[src/design/ppd_axis.sv]
// Three-stage axis term: absolute difference, optional wrap, square.
module ppd_axis #(
  parameter int unsigned COORD_BITS = 31
) (
  input  logic                    clk_i,
  input  logic                    en_i,
  input  logic                    wrap_on_i,
  input  logic [COORD_BITS-1:0]   extent_i,
  input  logic [COORD_BITS-1:0]   a_i,
  input  logic [COORD_BITS-1:0]   b_i,
  output logic [2*COORD_BITS-1:0] square_o
);

  logic [COORD_BITS-1:0]   diff_d, diff_q;
  logic [COORD_BITS-1:0]   mag_d, mag_q;
  logic [COORD_BITS-1:0]   rest, over;
  logic [2*COORD_BITS-1:0] sq_d, sq_q;

  always_comb begin
    diff_d = (a_i > b_i) ? (a_i - b_i) : (b_i - a_i);
  end

  // When the extent is below the difference, extent minus difference is negative
  // and hence the minimum; its magnitude is difference minus extent.
  always_comb begin
    rest  = extent_i - diff_q;
    over  = diff_q - extent_i;
    mag_d = diff_q;
    if (wrap_on_i) begin
      if (extent_i < diff_q) begin
        mag_d = over;
      end else if (rest < diff_q) begin
        mag_d = rest;
      end
    end
  end

  always_comb begin
    sq_d = mag_q * mag_q;
  end

  always_ff @(posedge clk_i) begin
    if (en_i) begin
      diff_q <= diff_d;
      mag_q  <= mag_d;
      sq_q   <= sq_d;
    end
  end

  assign square_o = sq_q;

endmodule

[config.mk]
export PLATFORM = sky130hd
export DESIGN_NAME = ppd_axis
export DESIGN_NICKNAME = d
export VERILOG_FILES = /design/src/design/ppd_axis.sv
export SDC_FILE = /design/constraint.sdc
export NUM_CORES = 2
export LEC_CHECK = 0
export ABC_AREA = 1
export CAP_MARGIN = 20
export CELL_PAD_IN_SITES_DETAIL_PLACEMENT = 1
export CELL_PAD_IN_SITES_GLOBAL_PLACEMENT = 2
export CORE_MARGIN = 10
export CORE_UTILIZATION = 44
export CTS_CLUSTER_SIZE = 20
export DETAILED_ROUTE_END_ITERATION = 7
export DONT_BUFFER_PORTS = 1
export PLACE_DENSITY_LB_ADDON = 0.1
export SLEW_MARGIN = 10
export SYNTH_ARGS = -nofsm -noshare
export SYNTH_HDL_FRONTEND = slang
export SYNTH_SLANG_ARGS = --single-unit
[constraint.sdc]
create_clock -name clk_i -period 16.2 [get_ports clk_i]
set_input_delay 0.81 -clock clk_i [delete_from_list [all_inputs] [get_ports clk_i]]
set_output_delay 0.81 -clock clk_i [all_outputs]
set_load 0.02 [all_outputs]
# After elaboration in Yosys (flattened, before gate mapping)
# Cells that the tools add are included.
# op_classes
n_mul	1
n_addsub	4
mux	4
n_lt_le_gt_ge	3
# ops
operator	count
two-way mux 31 bit	4
subtractor 31 bit	4
less-than comparator 31 bit	2
multiplier 31 x 31 -> 62 bit	1
> comparator 31 bit	1
# totals
regBits	124
output_inout_bits	62
elab_cells	15

# Logic depth before layout (Yosys ltp)
# logic_depth
depth_word	5
depth_mapped	32
mapped_depth_nobuf	31

# Least setup slack after synthesis
# No wires, ideal clock.
# synth_path
kind	flip-flop to flip-flop
startpoint	reg mag_q[5]
endpoint	reg sq_q[57], in the netlist square_o[57] (data pin)
setup_ps	252
path_buffers	2
t_arrival_ps	6464
synth_period_minus_slack_ps	6717
required_time_ps	15948
path_slack_ps	9483
stages_incl_launch_ff	28
cell_sequence	edfxtp_1 -> clkbuf_1 -> clkbuf_1 -> nand2_1 -> fa_1 -> inv_1 -> fa_1 -> fa_1 -> inv_1 -> fa_1 -> inv_1 -> fa_1 -> fa_1 -> fa_1 -> inv_1 -> fa_1 -> inv_1 -> ha_1 -> nand2_1 -> nor2_1 -> inv_1 -> nor2_1 -> inv_1 -> nor2_1 -> and3_1 -> nand2_1 -> nand3_1 -> nand2_1
# synth_via
elab_chain_len	1
# synth_lines
element	line_no	text
start, declared	15	logic [COORD_BITS-1:0] mag_d, mag_q;
start signal, assigned	45	mag_q <= mag_d;
multiplier 31 x 31 -> 62 bit	39	sq_d = mag_q * mag_q;
named net sq_d[57]	17	logic [2*COORD_BITS-1:0] sq_d, sq_q;
end signal, assigned	46	sq_q <= sq_d;
end, declared	17	
# The timed path passes the listed nets, and every way through them passes these cells.
# A chain may end at the register's enable or synchronous reset.

# Worst setup path after layout
# layout_path
startpoint	reg mag_q[17]
endpoint	reg sq_q[26], in the netlist square_o[26] (data pin)
# The elaborated chain is that of the path after synthesis.

==> flow_summary.yaml <==
worst_setup_path:
  cp_max_fo: 32
  cp_cell_sequence: "buf_4 -> nand2_1 -> fa_1 -> inv_1 -> fa_1 -> inv_1 -> fa_1 -> fa_1 -> inv_1 -> fa_1 -> fa_1 -> fa_1 -> fa_1 -> ha_1 -> a21oi_1 -> o21ai_0 -> a21oi_1 -> nand3_1 -> xor2_1"
  endpoint_kind: "flop"
  crit_path_max_incr_delay_ns: 0.56
  worstPathArrival_ns: 7.96
  crit_required_ns: 16.46
  cp_slowest_cell: "fa_1"
  path_class: "flop to flop"
  critPathLaunchType: "flop"
  cp_common_cell: "fa_1"
clock_network:
  path_clk_slew_ns: 0.07
  cts_tree: "yes"
  clock_sinks: 123
  root_buffer: "clkbuf_16"
  worstSkewPairLatency_ns: 0.50
  htree_levels: 4
  cts_buffers: 17
  clockBufferDepth: 2
  cts_resized: 0
  cts_hold_buf: 0
  cts_setup_buffers: 0
placement:
  numPortBuffers: 0
  gp_congestion: 0.915
  dpl-instance-area_um2: 43300
  dp_hpwl_mm: 122
floorplanning:
  die-area_um2: 109000
  start_util_pct: 44.4
  core_area_um2: 95000
  ioPinCount: 158
  fp.dieW_um: 329
  rows: 113
  chipHeight_um: 329
synthesis:
  yosys_warnings: 0
  synth_edf_count: 123
  ys_types: 50
  synth_top_area_share_pct: 35.9
  yosys-top-cells-area: "fa_1, inv_1, ha_1"
  ys.flop_type: "edfxtp_1"
  yosys.area.top_type: "fa_1"
  post-synth-top-count-cell: "inv_1"
  ys_ff_latch: 123
  avgSynthCellArea_um2: 7.60
  yosysSeqAreaShare_pct: 8.76
  yosys-top-cells-count: "inv_1, nand2_1, fa_1"
  synthCells: 5542
  synth.cell_area_um2: 42100
  async_reset_ff_share_pct: 0
  synth_nets: 6812
global_routing:
  antenna_found_initial: 2
  grt_pass1_wl_mm: 226
  grt-ovfl-total: 0
  grt_pass1_vias: 38757
  grt_usage_pct: 27.4
  grt_max_degree: 124
timing:
  slew_headroom_pct: 34.4
  rsz0062_at_grt: "false"
  post-route-min-period_ns: 7.70
  slew_viol_final: 0
  fin_skew_ns: 0.0118
  worstMarginPinSlew_ns: 0.974
  tns_ns: 0
  hold_viol_final: 0
  fmax_mhz: 130
  finalSetupViolations: 0
  finalCritPeriodShare_pct: 47.5
drt:
  drc: 0
  vias_per_cell: 5.10
  first_iter_violations: 1694
  drt_wl_total_mm: 145
  drt_first_pass_iters: 7
  ant_nets: 0
  vias: 34311
  wl_per_cell_um: 21.6
finish:
  antennaDiodeCount: 0
  postLayoutCellArea_um2: 43900
  fillers: 11963
  layout-drive-gt1-share_pct: 2.27
  area_growth_pct: 4.08
  fin_nets: 6714
worst_hold_path:
  hold_path.class: "primary input to flop"
run:
  drv_cap: 0
run_status:
  status: "finished, final reports clean"
## worst paths after layout
path	start	end	slack, ns	cells past startpoint
setup / recovery	mag_q[17]	square_o[26]	8.50	19
hold / removal	en_i	diff_q[13]	0.50	0
setup reg to reg	mag_q[17]	square_o[26]	8.50	19
hold reg to reg	diff_q[1]	mag_q[1]	0.72	2
## routing by layer
layer / track usage, % / vias to the layer above / share of wire (%)
li1: - / 16014 / -
met1: 32.7 / 17492 / 41
met2: 50.7 / 606 / 53
met3: 2.70 / 199 / 3.1
met4: 9.64 / 0 / 3.7
met5: 0 / - / 0
## layout make-up
class                      instances  area (µm²)  share of cell area [%]
timing repair buffer              34         255                   0.582
clock buffer                      18         429                   0.978
inverter                        1582        5940                    13.5
clock inverter                    14         136                   0.311
tap                             1265        1580                    3.61
multi-input combinational       3686       31800                    72.5
sequential                       123        3690                    8.42
## through the flow
stage          hold WS [ns]  utilization, %  worst slack (ns)  cells
3_3_place_gp          0.707            45.6              8.68   6690
3_5_place_dp          0.688            45.6              8.65   6690
2_1_floorplan         0.489               -              9.48   5542
6_report              0.502            46.2              8.50   6722
4_1_cts               0.451            46.2              8.60   6722
5_1_grt               0.460            46.2              8.22   6722
## placed cells by master, fill, tap and decap left out, drive strengths merged, types with 6 or more instances in the layout
cell,netlist,final
a21o,16,16
a21oi,245,245
a31oi,17,17
buf,49,34
clkbuf,102,18
clkinv,3,6
edfxtp,123,123
fa,756,756
ha,418,418
inv,1579,1586
nand2,1360,1360
nand3,164,164
nand3b,7,7
nand4,27,27
nor2,321,321
nor3,23,23
o211ai,11,11
o21a,11,11
o21ai,116,116
o21bai,23,23
or2,8,8
xnor2,34,34
xor2,115,115
## sequential cells by signal, summed over array words and instances, names as in the netlist
| register | flops |
|---|---|
| mag_q | 31 |
| square_o | 61 |
| diff_q | 31 |
## worst max-delay path, delay by kind of cell, from the launching register on
kind	cells	cell delay (ns)
adders and majority gates	9	4.56
AOI/OAI and AO/OA	3	0.79
buffers and inverters	4	0.67
and+or+nand+nor	2	0.62
xor gates and xnor gates	1	0.47
DFF	1	0.33
## kinds of logic (layout without fill, tap and decap cells)
| kind of cell | Yosys count | in the layout | share of synthesized area, % |
|---|---|---|---|
| simple gates | 1915 | 1915 | 18.2 |
| buf+inv | 1733 | 1648 | 15.8 |
| fa+ha+maj | 1174 | 1174 | 48.3 |
| compound gates | 447 | 447 | 5.86 |
| xor+xnor | 149 | 149 | 3.10 |
| flops | 123 | 123 | 8.76 |
| other cells | 1 | 1 | 0.00890 |
Power is not shown: default switching activity piles up to over one toggle a cycle in this logic, so the estimate is an artifact.
