**config.mk**
```make
export PLATFORM = sky130hd
export DESIGN_NAME = ppd_sqrt
export DESIGN_NICKNAME = d
export VERILOG_FILES = /design/src/design/ppd_sqrt.sv
export SDC_FILE = /design/constraint.sdc
export NUM_CORES = 2
export LEC_CHECK = 0
export BUFFER_PORTS_ARGS = -buffer_cell sky130_fd_sc_hd__buf_2
export CORE_UTILIZATION = 60
export DETAILED_ROUTE_END_ITERATION = 8
export HOLD_SLACK_MARGIN = 0.1
export PLACE_DENSITY = 0.84
export SYNTH_ARGS = -nofsm -noshare
export SYNTH_HDL_FRONTEND = slang
export SYNTH_SLANG_ARGS = --single-unit
```
**constraint.sdc**
```tcl
create_clock -name clk_i -period 4.2 [get_ports clk_i]
set_clock_uncertainty 0.05 [all_clocks]
set_input_delay 1.05 -clock clk_i [delete_from_list [all_inputs] [get_ports clk_i]]
set_output_delay 1.05 -clock clk_i [all_outputs]
set_load 0.01 [all_outputs]
```
**src/design/ppd_sqrt.sv**
```systemverilog
// Pipelined floor square root, one result bit resolved per register stage.
module ppd_sqrt #(
  parameter int unsigned SUM_W  = 64,
  parameter int unsigned ROOT_W = 32
) (
  input  logic              clk_i,
  input  logic              en_i,
  input  logic [SUM_W-1:0]  sum_i,
  output logic [ROOT_W-1:0] root_o
);

  logic [SUM_W-1:0]  rem_q  [ROOT_W-1];
  logic [ROOT_W-1:0] root_q [ROOT_W];

  for (genvar j = 0; j < ROOT_W; j++) begin : g_stage
    localparam int unsigned K = ROOT_W - 1 - j;

    logic [SUM_W-1:0]  rem_in;
    logic [ROOT_W-1:0] root_in;
    logic [SUM_W:0]    trial;
    logic              fits;

    if (j == 0) begin : g_first
      assign rem_in  = sum_i;
      assign root_in = '0;
    end else begin : g_next
      assign rem_in  = rem_q[j-1];
      assign root_in = root_q[j-1];
    end

    // The root so far only has bits above K, so adding bit K raises its square
    // by 2*root*2^K + 4^K.
    always_comb begin
      trial = ((SUM_W+1)'(root_in) << (K + 1)) | ((SUM_W+1)'(1) << (2 * K));
      fits  = ({1'b0, rem_in} >= trial);
    end

    always_ff @(posedge clk_i) begin
      if (en_i) begin
        root_q[j] <= fits ? (root_in | (ROOT_W'(1) << K)) : root_in;
      end
    end

    // The last stage only needs the root, so it keeps no remainder.
    if (j < ROOT_W - 1) begin : g_rem
      always_ff @(posedge clk_i) begin
        if (en_i) begin
          rem_q[j] <= fits ? (rem_in - trial[SUM_W-1:0]) : rem_in;
        end
      end
    end
  end

  assign root_o = root_q[ROOT_W-1];

endmodule

```
; Word-level counts from Yosys, hierarchy flattened
; Memory sizes are Yosys's and may differ from the RTL's.
; Index checks and enable logic that the tools add are counted.
[totals]
reg_bits = 0
latchBits = 0
mem_bits_rw = 3008
rom_bits = 0
input_bits = 66
wordCells = 130
n_memories = 2
[op_classes]
n_addsub = 31
multipliers = 0
div_mod_pow = 0
n_lt_le_gt_ge = 32
n_eq_ne = 0
shift = 0
mux = 65
bitwise_logic = 0
reduce_logical = 0
[mem_list]
columns = memory, words, width, read_ports, rd_ports_with_merged_regs, wr, line
row1 = rem_q, 31, 64, 31, 0, 31, 12  ; logic [SUM_W-1:0] rem_q [ROOT_W-1];
row2 = root_q, 32, 32, 32, 0, 32, 13  ; logic [ROOT_W-1:0] root_q [ROOT_W];
[op_table]
columns = op, count
row1 = two-way mux 64 bit, 31
row2 = greater-or-equal comparator 64 x 33 -> 1 bit, 1
row3 = greater-or-equal comparator 64 x 34 -> 1 bit, 1
row4 = greater-or-equal comparator 64 x 35 -> 1 bit, 1
row5 = greater-or-equal comparator 64 x 36 -> 1 bit, 1
row6 = greater-or-equal comparator 64 x 37 -> 1 bit, 1
row7 = greater-or-equal comparator 64 x 38 -> 1 bit, 1
row8 = greater-or-equal comparator 64 x 39 -> 1 bit, 1
row9 = greater-or-equal comparator 64 x 40 -> 1 bit, 1
row10 = greater-or-equal comparator 64 x 41 -> 1 bit, 1
row11 = greater-or-equal comparator 64 x 42 -> 1 bit, 1
row12 = greater-or-equal comparator 64 x 43 -> 1 bit, 1
row13 = greater-or-equal comparator 64 x 44 -> 1 bit, 1
row14 = greater-or-equal comparator 64 x 45 -> 1 bit, 1
row15 = greater-or-equal comparator 64 x 46 -> 1 bit, 1
row16 = greater-or-equal comparator 64 x 47 -> 1 bit, 1
row17 = greater-or-equal comparator 64 x 48 -> 1 bit, 1
row18 = greater-or-equal comparator 64 x 49 -> 1 bit, 1
row19 = greater-or-equal comparator 64 x 50 -> 1 bit, 1
row20 = greater-or-equal comparator 64 x 51 -> 1 bit, 1
row21 = greater-or-equal comparator 64 x 52 -> 1 bit, 1
row22 = greater-or-equal comparator 64 x 53 -> 1 bit, 1
row23 = greater-or-equal comparator 64 x 54 -> 1 bit, 1
row24 = greater-or-equal comparator 64 x 55 -> 1 bit, 1
row25 = 72 further kinds, 74

; Depth between registers and ports, before layout
; An unclocked memory read counts as a cell.
[depth]
depth_word = 3
depth_mapped = 15

; Least setup slack after synthesis
; No wires, ideal clock.
[synth_timing]
path_kind = register to register
start = memory rem_q[13][50] (netlist: rem_q[1][370])
end = memory rem_q[14][49] (netlist: rem_q[1][433]), data pin
t_arrival_ns = 3.256
required_ns = 3.890
setup_slack_ns = 0.634
stages_incl_launch_ff = 11
path_buffers = 2
synth_period_minus_slack_ns = 3.566
path_cell_list = edfxtp_1 -> buf_6 -> or4_4 -> or4_4 -> or3_4 -> nor3_2 -> nand2b_1 -> a2111oi_2 -> a21boi_4 -> buf_8 -> mux2_4
[synth_rtl]
columns = item, line
row1 = start: declaration, 12

==> results.yml <==
run_status:
  status: "complete, but fails checks"
  failed_checks: "DRC"
drt:
  antenna_left: 0
  drt_iter0_drc: 8827
  via_count: 81500
  wirelength_um: 317000
  firstDrtPassIters: 9
  wl_per_cell_um: 24.6
  avgViaCountPerCell: 6.32
  drc: 14
clock_network:
  cts_tree: "built"
  numCtsBuffers: 278
  holdBufCountCts: 0
  cts.sinks: 2512
  clk_pin_slew_worst_paths_ps: 70
  post_cts_buffers: 0
  root_buffer: "clkbuf_16"
  clock_path_buffers: 4
  htreeDepth: 5
  clock_latency_ps: 960
setup_path:
  r2r-end: "rem_q[2][126]"
  cp_max_fo: 8
  cp_cell_sequence: "ha_1 > nand4b_1 > or3_1 > nor4_2 > buf_4 > a311oi_1 > o21ai_2 > nor4b_1 > buf_4 > nor2b_1 > nand3b_1 > xnor2_1"
  crit_type: "reg -> reg"
  arrival_ps: 4720
  reg2reg_depth: 12
  reg2reg_slack_ps: 120
  start_kind: "register"
  r2r-start: "rem_q[2][46]"
  required_ps: 4840
  critPathSlowestCell: "nor4b_1"
  path_common_cell: "buf_4"
  cp-end-kind: "register"
  endpoint: "rem_q[2][126]"
  critPathLaunch: "rem_q[2][46]"
  cpPeakStageDelay_ps: 530
floorplanning:
  dieArea_um2: 203000
  rows: 164
  io_pins: 98
  initial_core_util_pct: 60.4
  die_h_um: 451
  core_um2: 200000
  fp.dieW_um: 451
sta:
  finalSetupViolCount: 0
  maxSlewViolCount: 0
  report.final.hold_viol_count: 0
  fin_hold_ws_ps: 230
  rsz0062_at_grt: "false"
  post-route-period-util_pct: 97.2
  period_needed_ps: 4080
  slew_headroom_pct: 17.0
  clock.fmax_mhz: 245
  worst_pin_slew_ps: 1240
finish:
  final_util_pct: 67.4
  final_nets: 10700
  final_layout_size_suffix_gt1_share_pct: 8.24
  final_area_um2: 135000
  syn2layout_area_growth_pct: 11.6
  fin_cells: 12900
placed_design:
  dp.cells: 12400
  place_congestion: 1.03
  dp_hpwl_um: 229000
  io_buffer_count: 97
  placed_cell_area_um2: 126000
power:
  peakVddDrop_mv: 0.528
  p_leak_nw: 51.0
  p_per_area_nw_per_um2: 557
  power_mw: 75.2
logic_synthesis:
  mappedNetlistArea_um2: 121000
  synth_nets: 10300
  syn_area_per_cell_um2: 12.5
  yosysWarnings: 0
  synth_edf_count: 2512
  synth_cell_types: 91
  ys_seq_area_share_pct: 62.4
  syn_inst: 9637
  ys_seq_elements: 2512
  ys.flop_type: "edfxtp_1"
  ys_async_sr_fraction_pct: 0
global_route:
  grt_usage_pct: 30.7
  grt_max_degree: 139
  antenna_found_initial: 18
  grt_pass1_wl_um: 476000
  grt-ovfl-total: 0
  first_global_vias: 80200
worst_hold_path:
  hp-class: "in -> reg"
  holdCritStartpoint: "sum_i[14]"
job:
  drv_cap: 0
## placed cells by master, fill, tap and decap left out, types with 150 or more instances in the layout
| cell | synthesis | routed |
|---|---|---|
| a21o_1 | 222 | 221 |
| a21oi_1 | 631 | 631 |
| buf_4 | 1 | 179 |
| clkbuf_16 | 0 | 286 |
| edfxtp_1 | 2512 | 2512 |
| ha_1 | 558 | 558 |
| inv_1 | 714 | 714 |
| nand2_1 | 570 | 570 |
| nand3_1 | 150 | 150 |
| nand4_1 | 175 | 175 |
| nor2_1 | 656 | 654 |
| nor3_1 | 256 | 253 |
| nor4_1 | 359 | 358 |
| o21ai_0 | 399 | 397 |
| xnor2_1 | 457 | 457 |
| xor2_1 | 420 | 420 |
## stage by stage
stage | setup TNS, ps | setup WS (ps)
global route | 0 | 12.2
detailed placement | -88.0 | -77.2
CTS | 0 | 105
finish | 0 | 116
global placement | 0 | 38.3
floorplan | 0 | 634
## area by class of cell
type / count / area (um^2)
Antenna cell: 8 / 20.0
Timing Repair Buffer: 300 / 2320
Clock inverter: 147 / 1610
Fill cell: 13600 / 65200
Tap cell: 2656 / 3320
Clock buffer: 329 / 7320
Inverter: 717 / 2690
Multi-Input combinational cell: 6222 / 42200
Sequential cell: 2512 / 75400
## synthesized netlist by cell type, types with 50 or more instances
library cell | n | area (um^2)
nand3_1 | 150 | 751
nor2b_1 | 77 | 482
xnor2_1 | 457 | 4000
nand4_1 | 175 | 1090
o31ai_1 | 58 | 435
o21a_1 | 107 | 803
a21o_1 | 222 | 1670
nor2_1 | 656 | 2460
or4_1 | 80 | 601
or3_1 | 91 | 569
nor4b_1 | 59 | 517
a21oi_1 | 631 | 3160
edfxtp_1 | 2512 | 75400
mux2_2 | 72 | 811
nand2_1 | 570 | 2140
nor3_1 | 256 | 1280
o21ai_0 | 399 | 2000
nor4_1 | 359 | 2250
o211ai_1 | 50 | 375
inv_1 | 714 | 2680
clkbuf_1 | 160 | 601
a211oi_1 | 61 | 458
xor2_1 | 420 | 3680
nand2b_1 | 106 | 663
ha_1 | 558 | 6980
## logic make-up (layout without fill, tap and decap cells)
logic type	count (synthesis)	in the layout	synth area share, %
AND/OR/NAND/NOR	2844	2844	12.2
flip-flops	2512	2512	62.4
AO/OA/AOI/OAI	1860	1860	9.65
buffers and inverters	903	1493	2.84
XOR/XNOR	877	877	6.35
adder cells (fa/ha/maj)	558	558	5.77
multiplexers	83	83	0.766
other	0	8	0
## critical path, delay by kind of cell (launching register included)
family / cells / cell delay, ps
AOI/OAI and AO/OA: 2 / 230
xor gates and xnor gates: 1 / 170
adders and majority gates: 1 / 440
buffers and inverters: 2 / 420
DFF: 1 / 400
and+or+nand+nor: 6 / 2150
## power by group
part,switching [mW],total [mW],internal (mW),leakage [nW]
logic,9.62,16.2,6.57,22.5
clock network,9.82,24.3,14.4,4.33
registers,2.88,34.7,31.9,24.2
total,22.3,75.2,52.9,51.0
## metal layers
layer	part of all wire (%)	global-route usage [%]	vias up
met5	0.018	0	-
met4	5.9	16.1	10
met3	7.8	5.66	952
met2	50	53.5	3920
met1	36	36.1	39500
li1	-	-	37100
## registers in the layout (all words and copies together) (netlist names)
signal,cells
root_q,528
rem_q,1984
## repair_timing
item | 4_1_cts | 5_1_grt
hold endpoints to repair | 0 | 0
resized for setup | 1 | 4
endpoints found under the setup margin | 2 | 17
## worst min-delay path by stage
stage,end,slack (ps),cells after the start
2_1_floorplan,rem_q[0][477],370,0
3_3_place_gp,rem_q[2][322],370,0
3_5_place_dp,rem_q[2][326],380,0
4_1_cts,rem_q[0][14],180,1
5_1_grt,rem_q[0][28],190,1
6_report,rem_q[0][14],230,1
Note: power is estimated with default switching activity, not from simulation.
